**src/indexed_pair_list_unit_defines.svh**
```systemverilog
`ifndef INDEXED_PAIR_LIST_UNIT_DEFINES_SVH
`define INDEXED_PAIR_LIST_UNIT_DEFINES_SVH

// same-cycle implication check
`ifndef SYNTH
`define IPL_ASSERT_IMP(label, clk, rst, ante, cons) \
   label: assert property (@(posedge clk) disable iff (rst) (ante) |-> (cons)) \
      else $error("indexed pair list check failed");
`else
`define IPL_ASSERT_IMP(label, clk, rst, ante, cons)
`endif

// next-cycle implication check
`ifndef SYNTH
`define IPL_ASSERT_NXT(label, clk, rst, ante, cons) \
   label: assert property (@(posedge clk) disable iff (rst) (ante) |=> (cons)) \
      else $error("indexed pair list check failed");
`else
`define IPL_ASSERT_NXT(label, clk, rst, ante, cons)
`endif

`endif

```
**src/ipl_pkg.sv**
```systemverilog
`default_nettype none

package ipl_pkg;

   // request kinds
   localparam logic [1:0] REQ_APPEND = 2'd0;
   localparam logic [1:0] REQ_INSERT = 2'd1;
   localparam logic [1:0] REQ_REMOVE = 2'd2;
   localparam logic [1:0] REQ_READ   = 2'd3;

   // response status codes
   localparam logic [1:0] ST_DONE  = 2'd0;
   localparam logic [1:0] ST_FULL  = 2'd1;
   localparam logic [1:0] ST_RANGE = 2'd2;

   // per-cell update codes
   localparam logic [1:0] CELL_HOLD  = 2'd0;
   localparam logic [1:0] CELL_LOAD  = 2'd1;
   localparam logic [1:0] CELL_LEFT  = 2'd2;
   localparam logic [1:0] CELL_RIGHT = 2'd3;

   typedef struct packed {
      logic [1:0]         req_type;
      logic [3:0]         position;
      logic signed [31:0] first_value;
      logic [31:0]        second_value;
   } ipl_req_type;

   typedef struct packed {
      logic [1:0]         status;
      logic signed [31:0] out_first;
      logic [31:0]        out_second;
      logic [3:0]         entry_count;
   } ipl_rsp_type;

endpackage

`default_nettype wire

```
**src/ipl_cell.sv**
```systemverilog
`default_nettype none

module ipl_cell
   import ipl_pkg::*;
#(
   parameter int FIRST_WIDTH  = 32,
   parameter int SECOND_WIDTH = 32
) (
   input  wire logic                    clock,
   input  wire logic [1:0]              op,
   input  wire logic [FIRST_WIDTH-1:0]  load_first,
   input  wire logic [SECOND_WIDTH-1:0] load_second,
   input  wire logic [FIRST_WIDTH-1:0]  left_first,
   input  wire logic [SECOND_WIDTH-1:0] left_second,
   input  wire logic [FIRST_WIDTH-1:0]  right_first,
   input  wire logic [SECOND_WIDTH-1:0] right_second,
   output logic      [FIRST_WIDTH-1:0]  held_first,
   output logic      [SECOND_WIDTH-1:0] held_second
);

   logic [FIRST_WIDTH-1:0]  first_ff;
   logic [FIRST_WIDTH-1:0]  first_in;
   logic [SECOND_WIDTH-1:0] second_ff;
   logic [SECOND_WIDTH-1:0] second_in;

   always_comb begin
      unique case (op)
         CELL_HOLD: begin
            first_in  = first_ff;
            second_in = second_ff;
         end
         CELL_LOAD: begin
            first_in  = load_first;
            second_in = load_second;
         end
         CELL_LEFT: begin
            first_in  = left_first;
            second_in = left_second;
         end
         CELL_RIGHT: begin
            first_in  = right_first;
            second_in = right_second;
         end
      endcase
   end

   always_ff @(posedge clock) begin
      first_ff  <= first_in;
      second_ff <= second_in;
   end

   assign held_first  = first_ff;
   assign held_second = second_ff;

endmodule

`default_nettype wire

```
**src/indexed_pair_list_unit.sv**
```systemverilog
`default_nettype none
`include "indexed_pair_list_unit_defines.svh"

// Ordered list of up to DEPTH pairs held in a row of cells, one pair per cell.
// A request appends, inserts at a position, removes at a position or reads at
// a position; each request gives exactly one response with a status, the
// removed or read pair (zero otherwise) and the entry count after the request.
// A full list or a bad position returns an error status and changes nothing.
// Each request completes at its transfer edge: all cells load, shift toward a neighbor or
// hold together at that edge, and the response lands in an output
// register the same edge. A new request is taken while a response waits,
// as long as the response side is not stalling, so the unit sustains one
// request per cycle. Cell contents come out of reset undefined; only
// positions below the entry count are ever read.
module indexed_pair_list_unit
   import ipl_pkg::*;
#(
   parameter int DEPTH        = 8,
   parameter int FIRST_WIDTH  = 32,
   parameter int SECOND_WIDTH = 32
) (
   input  wire logic        clock,
   input  wire logic        reset,
   input  wire logic        req_valid,
   output logic             req_stall,
   input  wire ipl_req_type req_payload,
   output logic             rsp_valid,
   input  wire logic        rsp_stall,
   output ipl_rsp_type      rsp_payload
);

   // count register holds 0..DEPTH; compares run at the wider of count and position
   localparam int CNT_W = $clog2(DEPTH + 1);
   localparam int CMP_W = (CNT_W > 4) ? CNT_W : 4;

   logic [CNT_W-1:0] count_ff;
   logic [CNT_W-1:0] count_in;
   logic             rsp_valid_ff;
   logic             rsp_valid_in;
   ipl_rsp_type      rsp_ff;
   ipl_rsp_type      rsp_in;

   logic             req_fire;
   logic [CMP_W-1:0] pos_w;
   logic [CMP_W-1:0] cnt_w;
   logic [CMP_W-1:0] cnt_next_w;
   logic             is_full;
   logic             pos_in_list;

   // decoded operation
   logic [1:0]       status;
   logic             load_en;
   logic [CMP_W-1:0] load_idx;
   logic             shr_en;
   logic             shl_en;
   logic             rd_en;
   logic             cnt_inc;
   logic             cnt_dec;

   // narrowed store values
   logic [FIRST_WIDTH+31:0]  first_zext;
   logic [SECOND_WIDTH+31:0] second_zext;
   logic [FIRST_WIDTH-1:0]   new_first;
   logic [SECOND_WIDTH-1:0]  new_second;

   // cell row
   logic [FIRST_WIDTH-1:0]  cell_first  [DEPTH];
   logic [SECOND_WIDTH-1:0] cell_second [DEPTH];
   logic [1:0]              cell_op     [DEPTH];

   // read select and output widening
   logic [FIRST_WIDTH-1:0]   rd_first;
   logic [SECOND_WIDTH-1:0]  rd_second;
   logic [FIRST_WIDTH+31:0]  rd_first_sext;
   logic [SECOND_WIDTH+31:0] rd_second_zext;

   // transfers watched by the checks
   logic             append_full_fire;
   logic             remove_fire;

   // a response stuck on a stalled output blocks the next transfer
   assign req_stall = rsp_valid_ff & rsp_stall;
   assign req_fire  = req_valid & ~req_stall;

   assign pos_w       = CMP_W'(req_payload.position);
   assign cnt_w       = CMP_W'(count_ff);
   assign is_full     = (cnt_w == CMP_W'(DEPTH));
   assign pos_in_list = (pos_w < cnt_w);

   // store keeps the low bits; wider storage takes the field zero-extended
   assign first_zext  = {{FIRST_WIDTH{1'b0}}, req_payload.first_value};
   assign second_zext = {{SECOND_WIDTH{1'b0}}, req_payload.second_value};
   assign new_first   = first_zext[FIRST_WIDTH-1:0];
   assign new_second  = second_zext[SECOND_WIDTH-1:0];

   always_comb begin
      status   = ST_DONE;
      load_en  = 1'b0;
      load_idx = cnt_w;
      shr_en   = 1'b0;
      shl_en   = 1'b0;
      rd_en    = 1'b0;
      cnt_inc  = 1'b0;
      cnt_dec  = 1'b0;
      unique case (req_payload.req_type)
         REQ_APPEND: begin
            if (is_full) begin
               status = ST_FULL;
            end else begin
               load_en = 1'b1;
               cnt_inc = 1'b1;
            end
         end
         REQ_INSERT: begin
            // full is checked before the position
            priority if (is_full) begin
               status = ST_FULL;
            end else if (pos_w > cnt_w) begin
               status = ST_RANGE;
            end else begin
               load_en  = 1'b1;
               load_idx = pos_w;
               shr_en   = 1'b1;
               cnt_inc  = 1'b1;
            end
         end
         REQ_REMOVE: begin
            if (!pos_in_list) begin
               status = ST_RANGE;
            end else begin
               rd_en   = 1'b1;
               shl_en  = 1'b1;
               cnt_dec = 1'b1;
            end
         end
         REQ_READ: begin
            if (!pos_in_list) begin
               status = ST_RANGE;
            end else begin
               rd_en = 1'b1;
            end
         end
      endcase
   end

   // per-cell update: load the new pair, take the left neighbor on insert,
   // take the right neighbor on remove, else hold
   genvar gi;
   generate
      for (gi = 0; gi < DEPTH; gi++) begin : g_cell
         localparam logic [CMP_W-1:0] IDX = CMP_W'(gi);
         logic [FIRST_WIDTH-1:0]  left_first;
         logic [SECOND_WIDTH-1:0] left_second;
         logic [FIRST_WIDTH-1:0]  right_first;
         logic [SECOND_WIDTH-1:0] right_second;

         if (gi == 0) begin : g_left_edge
            assign left_first  = '0;
            assign left_second = '0;
         end else begin : g_left_link
            assign left_first  = cell_first[gi-1];
            assign left_second = cell_second[gi-1];
         end

         if (gi == DEPTH - 1) begin : g_right_edge
            assign right_first  = '0;
            assign right_second = '0;
         end else begin : g_right_link
            assign right_first  = cell_first[gi+1];
            assign right_second = cell_second[gi+1];
         end

         always_comb begin
            priority if (req_fire && load_en && IDX == load_idx) begin
               cell_op[gi] = CELL_LOAD;
            end else if (req_fire && shr_en && IDX > pos_w && IDX <= cnt_w) begin
               cell_op[gi] = CELL_LEFT;
            end else if (req_fire && shl_en && IDX >= pos_w &&
                         IDX + CMP_W'(1) < cnt_w) begin
               cell_op[gi] = CELL_RIGHT;
            end else begin
               cell_op[gi] = CELL_HOLD;
            end
         end

         ipl_cell #(
            .FIRST_WIDTH  (FIRST_WIDTH),
            .SECOND_WIDTH (SECOND_WIDTH)
         ) u_cell (
            .clock        (clock),
            .op           (cell_op[gi]),
            .load_first   (new_first),
            .load_second  (new_second),
            .left_first   (left_first),
            .left_second  (left_second),
            .right_first  (right_first),
            .right_second (right_second),
            .held_first   (cell_first[gi]),
            .held_second  (cell_second[gi])
         );
      end
   endgenerate

   // and-or select of the addressed cell, taken before the row updates
   always_comb begin
      rd_first  = '0;
      rd_second = '0;
      for (int i = 0; i < DEPTH; i++) begin
         if (pos_w == CMP_W'(i)) begin
            rd_first  = cell_first[i];
            rd_second = cell_second[i];
         end
      end
   end

   // first value is sign-extended from its stored width, then cut to 32 bits
   assign rd_first_sext  = {{32{rd_first[FIRST_WIDTH-1]}}, rd_first};
   assign rd_second_zext = {32'd0, rd_second};

   always_comb begin
      priority if (cnt_inc) begin
         count_in = count_ff + CNT_W'(1);
      end else if (cnt_dec) begin
         count_in = count_ff - CNT_W'(1);
      end else begin
         count_in = count_ff;
      end
   end

   assign cnt_next_w = CMP_W'(count_in);

   always_comb begin
      rsp_in             = rsp_ff;
      rsp_valid_in       = rsp_valid_ff;
      if (req_fire) begin
         rsp_valid_in       = 1'b1;
         rsp_in.status      = status;
         rsp_in.out_first   = rd_en ? rd_first_sext[31:0] : 32'd0;
         rsp_in.out_second  = rd_en ? rd_second_zext[31:0] : 32'd0;
         rsp_in.entry_count = cnt_next_w[3:0];
      end else if (!rsp_stall) begin
         rsp_valid_in = 1'b0;
      end
   end

   always_ff @(posedge clock) begin
      if (reset) begin
         count_ff     <= '0;
         rsp_valid_ff <= 1'b0;
      end else begin
         count_ff     <= req_fire ? count_in : count_ff;
         rsp_valid_ff <= rsp_valid_in;
      end
   end

   // response payload needs no reset
   always_ff @(posedge clock) begin
      rsp_ff <= rsp_in;
   end

   assign rsp_valid   = rsp_valid_ff;
   assign rsp_payload = rsp_ff;

   assign append_full_fire = req_fire && (req_payload.req_type == REQ_APPEND) && is_full;
   assign remove_fire      = req_fire && (req_payload.req_type == REQ_REMOVE) && pos_in_list;

   // entry count never passes the row length
   `IPL_ASSERT_IMP(a_count_bound, clock, reset, 1'b1, cnt_w <= CMP_W'(DEPTH))
   // no transfer is taken while a response sits stalled
   `IPL_ASSERT_IMP(a_no_overrun, clock, reset, rsp_valid_ff && rsp_stall, !req_fire)
   // append to a full list reports full
   `IPL_ASSERT_NXT(a_full_append, clock, reset, append_full_fire, rsp_ff.status == ST_FULL)
   // a good remove shrinks the list by one
   `IPL_ASSERT_NXT(a_remove_count, clock, reset, remove_fire, count_ff == $past(count_ff) - CNT_W'(1))

endmodule

`default_nettype wire
```
**config.mk**
```make
export PLATFORM = sky130hd
export DESIGN_NAME = indexed_pair_list_unit
export DESIGN_NICKNAME = d
export VERILOG_FILES = /design/src/ipl_pkg.sv /design/src/ipl_cell.sv /design/src/indexed_pair_list_unit.sv
export VERILOG_INCLUDE_DIRS = /design/src /design/src/src
export SDC_FILE = /design/constraint.sdc
export NUM_CORES = 1
export LEC_CHECK = 0
export ABC_AREA = 1
export BUFFER_PORTS_ARGS = -buffer_cell sky130_fd_sc_hd__buf_2
export CAP_MARGIN = 20
export CELL_PAD_IN_SITES_DETAIL_PLACEMENT = 1
export CELL_PAD_IN_SITES_GLOBAL_PLACEMENT = 2
export CORE_UTILIZATION = 40
export CTS_BUF_LIST = sky130_fd_sc_hd__clkbuf_4
export DETAILED_ROUTE_END_ITERATION = 6
export PLACE_DENSITY = 0.82
export SYNTH_ARGS = -nofsm -noshare
export SYNTH_HDL_FRONTEND = slang
export SYNTH_HIERARCHICAL = 1
export SYNTH_SLANG_ARGS = --single-unit
```
**constraint.sdc**
```tcl
create_clock -name clock -period 9.37 [get_ports clock]
set_input_delay 1.874 -clock clock [delete_from_list [all_inputs] [get_ports clock]]
set_output_delay 1.874 -clock clock [all_outputs]
set_load 0.005 [all_outputs]
```
# --- Word level (Yosys, flattened, before mapping) ---
# Index checks and enable logic that the tools add are counted.
totals:
  regBits: 587
  input_bits: 74
  out_inout_bits: 72
  elab_cells: 235
classes:
  addsub: 2
  magnitude_cmp: 34
  n_eq_ne: 43
  muxes: 76
  n_bitwise: 3
  n_reduce_logical: 55
ops:
  columns: ["cell", "count"]
  rows:
  - ["case mux 32 bit (3 select lines)", 16]
  - ["two-way mux 32 bit", 16]
  - ["two-way mux 2 bit", 27]
  - ["logical AND 1 bit", 43]
  - ["equality test 2 bit (second input constant)", 18]
  - ["two-way mux 4 bit", 5]
  - ["equality test 2 x 1 -> 1 bit (second input constant)", 9]
  - ["logical NOT 2 bit", 9]
  - ["equality test 3 x 4 -> 1 bit (first input constant)", 4]
  - ["equality test 4 x 3 -> 1 bit (second input constant)", 4]
  - ["greater-or-equal comparator 3 x 4 -> 1 bit (first input constant)", 4]
  - ["> comparator 3 x 4 -> 1 bit (first input constant)", 4]
  - ["less-or-equal comparator 3 x 4 -> 1 bit (first input constant)", 4]
  - ["< comparator 3 x 4 -> 1 bit (first input constant)", 4]
  - ["two-way mux 1 bit", 10]
  - ["equality test 2 x 4 -> 1 bit (first input constant)", 2]
  - ["equality test 4 x 2 -> 1 bit (second input constant)", 2]
  - ["greater-or-equal comparator 1 x 4 -> 1 bit (first input constant)", 2]
  - ["greater-or-equal comparator 2 x 4 -> 1 bit (first input constant)", 2]
  - ["> comparator 1 x 4 -> 1 bit (first input constant)", 2]
  - ["> comparator 2 x 4 -> 1 bit (first input constant)", 2]
  - ["less-or-equal comparator 1 x 4 -> 1 bit (first input constant)", 2]
  - ["less-or-equal comparator 2 x 4 -> 1 bit (first input constant)", 2]
  - ["logical NOT 4 bit", 2]
  - ["other kinds (16)", 18]

# --- Depth between registers and ports, before layout ---
depth:
  ltp_word: 11
  ltp_mapped: 20
  mapped_depth_nobuf: 17

# --- By module ---
# The synthesis kept the hierarchy.
modules_own_cells:
  columns: ["module", "n_inst", "cells_per_inst", "area_each_um2", "seq_area_each_um2"]
  rows:
  - ["ipl_cell", 8, 358, 3429.5, 1921.8]
  - ["indexed_pair_list_unit", 1, 1310, 7588.5, 2202.1]

# --- Least setup slack after synthesis ---
# No wires, ideal clock.
synth_path:
  path_kind: "in2reg"
  from: "input rsp_stall"
  to: "register g_cell[1].u_cell.first_ff[0], enable pin"
  setup_time_ns: 0.424
  arrival_ns: 8.217
  required_time_ns: 8.946
  path_slack_ns: 0.729
  cell_stages: 11
  n_path_buf: 2
  path_cell_list: "nand2_1 -> inv_1 -> nor2_1 -> inv_1 -> nor2_1 -> inv_2 -> o21ai_0 -> inv_2 -> buf_6 -> buf_6 -> nand2_1"
synth_lines:
  columns: ["element", "line_no", "rtl"]
  rows:
  - ["start, declared", "indexed_pair_list_unit.sv:28", "input wire logic rsp_stall,"]
  - ["end signal, assigned", "ipl_cell.sv:48", "first_ff <= first_in;"]
  - ["end, declared", "ipl_cell.sv:21", "logic [FIRST_WIDTH-1:0] first_ff;"]

==> impl_results.md <==
* Core Util, Final at 0.438
* TritonCTS clock tree: done
* WHS Endpoint: rsp_valid$_SDFFE_PP0P_
* Fmax at approximately 180 MHz
* Min cycle time layout at 5.55 ns
* ANT nets after route at 0
* Leak pwr at ~15 nW
* Commonest non-fill, non-tap cell in the layout: nand3_1
* Syn avg cell area at between 8 and 9 µm²
* Final HPWL DP at 75.7 mm
* Net Switching at approximately 1.7 mW
* Netlist cell types at 34
* Cells after DPL at 5314
* Critical hold path startpoint: rsp_valid$_SDFFE_PP0P_
* Setup Total Neg Slack at 0 ns
* Final setup fails at 0
* Initial antenna violation count at 10
* Syn. warnings at 6
* Worst-margin pin slew at approximately 1.2 ns
* Crit-path cells: buf_2 -> inv_4 -> ha_1 -> inv_1 -> nand2_1 -> nand2_1 -> nand2_1 -> nand2_1 -> nand2_1 -> nand2_1 -> nand2_1 -> nand2_1 -> nand3_1 -> o21bai_4 -> buf_4 -> clkinv_2 -> nand2_4 -> buf_4
* Clock skew at ~0.088 ns
* Seq/Total Area, Yosys at 0.502
* Die height at around 300 µm
* Post-CTS Repair Setup Buffers at 0
* Area growth, synth to finish at 8.48%
* Synth Flop Type: edfxtp_1
* Clk_lat worst skew at between 1 and 1.5 ns
* Multi-input gate area at about 0.015 mm²
* RSZ-0062 raised after global routing: no
* Netlist Area Pre-Place at 0.0350 mm²
* WP data arrival at about 6.3 ns
* FF/Latch Area at between 0.015 and 0.02 mm²
* CP startpoint kind: input pin
* VDD IR-drop max at approximately 120 µV
* Design Area, Final at 0.0380 mm²
* R2R depth at 16
* Via-to-Cell Ratio at between 5 and 6
* I/O Buffers at about 150
* Clock power share at 0.423
* Cts bufs inserted at approximately 180
* Final number of max-transition violations at 0
* Post-CTS sizing at 0
* Vias in the first global route at 34.3k
* Pint at ~4.5 mW
* #FFs+latches synth at 587
* Largest net degree at the start of global routing at 130
* Critical path origin: req_payload[64]
* Gpl congestion at 0.802
* Power density over cell area at 163 mW/mm²
* GR Overflow Total at 0
* Worst R2R End: g_cell[5].u_cell/held_first[10]$_DFFE_PP_
* Post-Syn Instances at roughly 4.2k
* CTS root buffer: clkbuf_4
* First-pass iteration count of the detailed router at 6
* Launch point of the worst reg-to-reg path: cnt_w[2]$_SDFFE_PP0P_
* Gr usage total at 0.322
* Post-Route WL at 143 mm
* CTS sink cnt at approximately 600
* Crit path required time at between 10 and 15 ns
* Area post-placement at around 0.036 mm²
* Clock Path Buffers at 3
* Clk slew on worst S/H paths at around 0.060 ns
* Worst Hold Depth at 2
* Slew HR at 0.208
* Period utilisation layout at 0.593
* Setup CP Type: input pin to flip-flop
* Via Count at 33.5k
* Hold Buf Count CTS at 0
* DR WL/cell at between 20 and 30 µm
* Total die area at 0.0888 mm²
* First-pass GRT wire length at 216 mm
* CP most frequent cell: nand2_1
* Initial Utilization at 0.404
* Reg2reg setup slack at approximately 4 ns
* Post-Layout Cell Count at approximately 5.6k
* Async SR Flop Fraction at 0
* Core Rows at roughly 110
* CP peak stage delay at 0.90 ns
* Drt drc at 0
* Sw Ratio at 0.278
* Fraction of layout cells with a size suffix above 1 at 0.125
* IO Count at ~150
* Fillers at around 11k
* Chip width at around 300 µm
* Crit path max fanout at 65
* Sequential Power Share at 0.488
* CP max-delay cell: buf_4
* Crit end category: flip-flop
* Gate power share at 0.090
* Iter 0 DRT Violations at between 3k and 4k
* Commonest cells after routing, fill and taps aside: nand3_1, nand2_1, edfxtp_1
* Status: finished, final reports clean
* Core area at 0.0868 mm²
* Class of the tightest hold or removal check: flip-flop to flip-flop
* Post-synth EDFFs at 582
* Max_cap viols at 0
* H-tree depth at 4
* Final Hold Viols at 0
* Final nets at between 4k and 5k
==> per-stage QoR <==
stage                     hold slack (ns)  total power, mW  setup slack [ns]
after floorplan                     0.464             3.39             0.729
after global placement              0.473             3.60              2.90
after detailed placement            0.490             3.62              2.78
after CTS                           0.498             6.23              3.94
after global routing                0.542             6.41              3.54
final                               0.489             6.18              3.82
==> worst max-delay path, delay by kind of cell <==
kind,cells,cell delay [ns]
adder cells (fa/ha/maj),1,0.21
AO/OA/AOI/OAI,1,0.22
buffers and inverters,6,2.09
AND/OR/NAND/NOR,10,1.82
==> cells by family (layout without fill, tap and decap cells) <==
logic type,Yosys count,count (layout),synth area share
other,1,140,0.000107
AND/OR/NAND/NOR,2958,2958,0.384
AO/OA/AOI/OAI,90,90,0.0135
buffers and inverters,525,698,0.0967
flip-flops,587,587,0.502
adder cells (fa/ha/maj),9,9,0.00322
XOR/XNOR,4,4,0.00100
==> cell usage after synthesis, drive strengths merged (2+ instances only) <==
cell | count | area share
nand3 | 1630 | 0.23
nand2 | 974 | 0.11
edfxtp | 582 | 0.50
buf | 301 | 0.073
nor2 | 281 | 0.031
inv | 176 | 0.019
a21oi | 72 | 0.010
nand4 | 64 | 0.011
clkbuf | 48 | 0.0051
ha | 9 | 0.0032
o21ai | 9 | 0.0013
o21bai | 6 | 0.0013
dfxtp | 5 | 0.0029
nor3 | 4 | 0.00089
xor2 | 4 | 0.0010
nor4 | 2 | 0.00096
==> power groups by stage <==
stage	Clock (mW)	Sequential (mW)	Combinational, mW
after floorplan	0	3.06	0.329
after global placement	0	3.07	0.535
after detailed placement	0	3.07	0.549
after CTS	2.67	3.01	0.550
after global routing	2.78	3.02	0.607
final	2.61	3.01	0.555
==> sequential cells by signal, summed over array words and instances (netlist names) <==
| register | flops |
|---|---|
| cnt_w | 4 |
| g_cell.u_cell/held_second | 256 |
| g_cell.u_cell/held_first | 256 |
| rsp_valid | 1 |
| rsp_payload | 70 |
==> metal layers <==
layer | track usage | routed length, µm | vias up
li1 | - | - | 14900
met1 | 0.435 | 60900 | 16800
met2 | 0.520 | 66200 | 1553
met3 | 0.0569 | 12300 | 291
met4 | 0.107 | 3990 | 2
met5 | 0 | 9 | -
==> layout make-up <==
type                            instances  area share
Tap cell                             1155      0.0380
Inverter                              176      0.0180
Antenna cell                           12    0.000790
Clock inverter                         59     0.00879
Multi-Input combinational cell       3189       0.390
Timing Repair Buffer                  207      0.0317
Sequential cell                       587       0.463
Clock buffer                          256      0.0506
==> worst max-delay path by stage <==
stage                                                            to  slack, ns  cells past startpoint
after floorplan            g_cell[1].u_cell/held_first[0]$_DFFE_PP_       0.73                     11
after global placement     g_cell[5].u_cell/held_first[6]$_DFFE_PP_       2.90                     18
after CTS                 g_cell[5].u_cell/held_first[10]$_DFFE_PP_       3.94                     18
after detailed placement  g_cell[5].u_cell/held_first[22]$_DFFE_PP_       2.78                     18
final                     g_cell[5].u_cell/held_first[10]$_DFFE_PP_       3.82                     18
after global routing      g_cell[5].u_cell/held_first[17]$_DFFE_PP_       3.54                     18
Note: power is estimated with default switching activity, not from simulation.
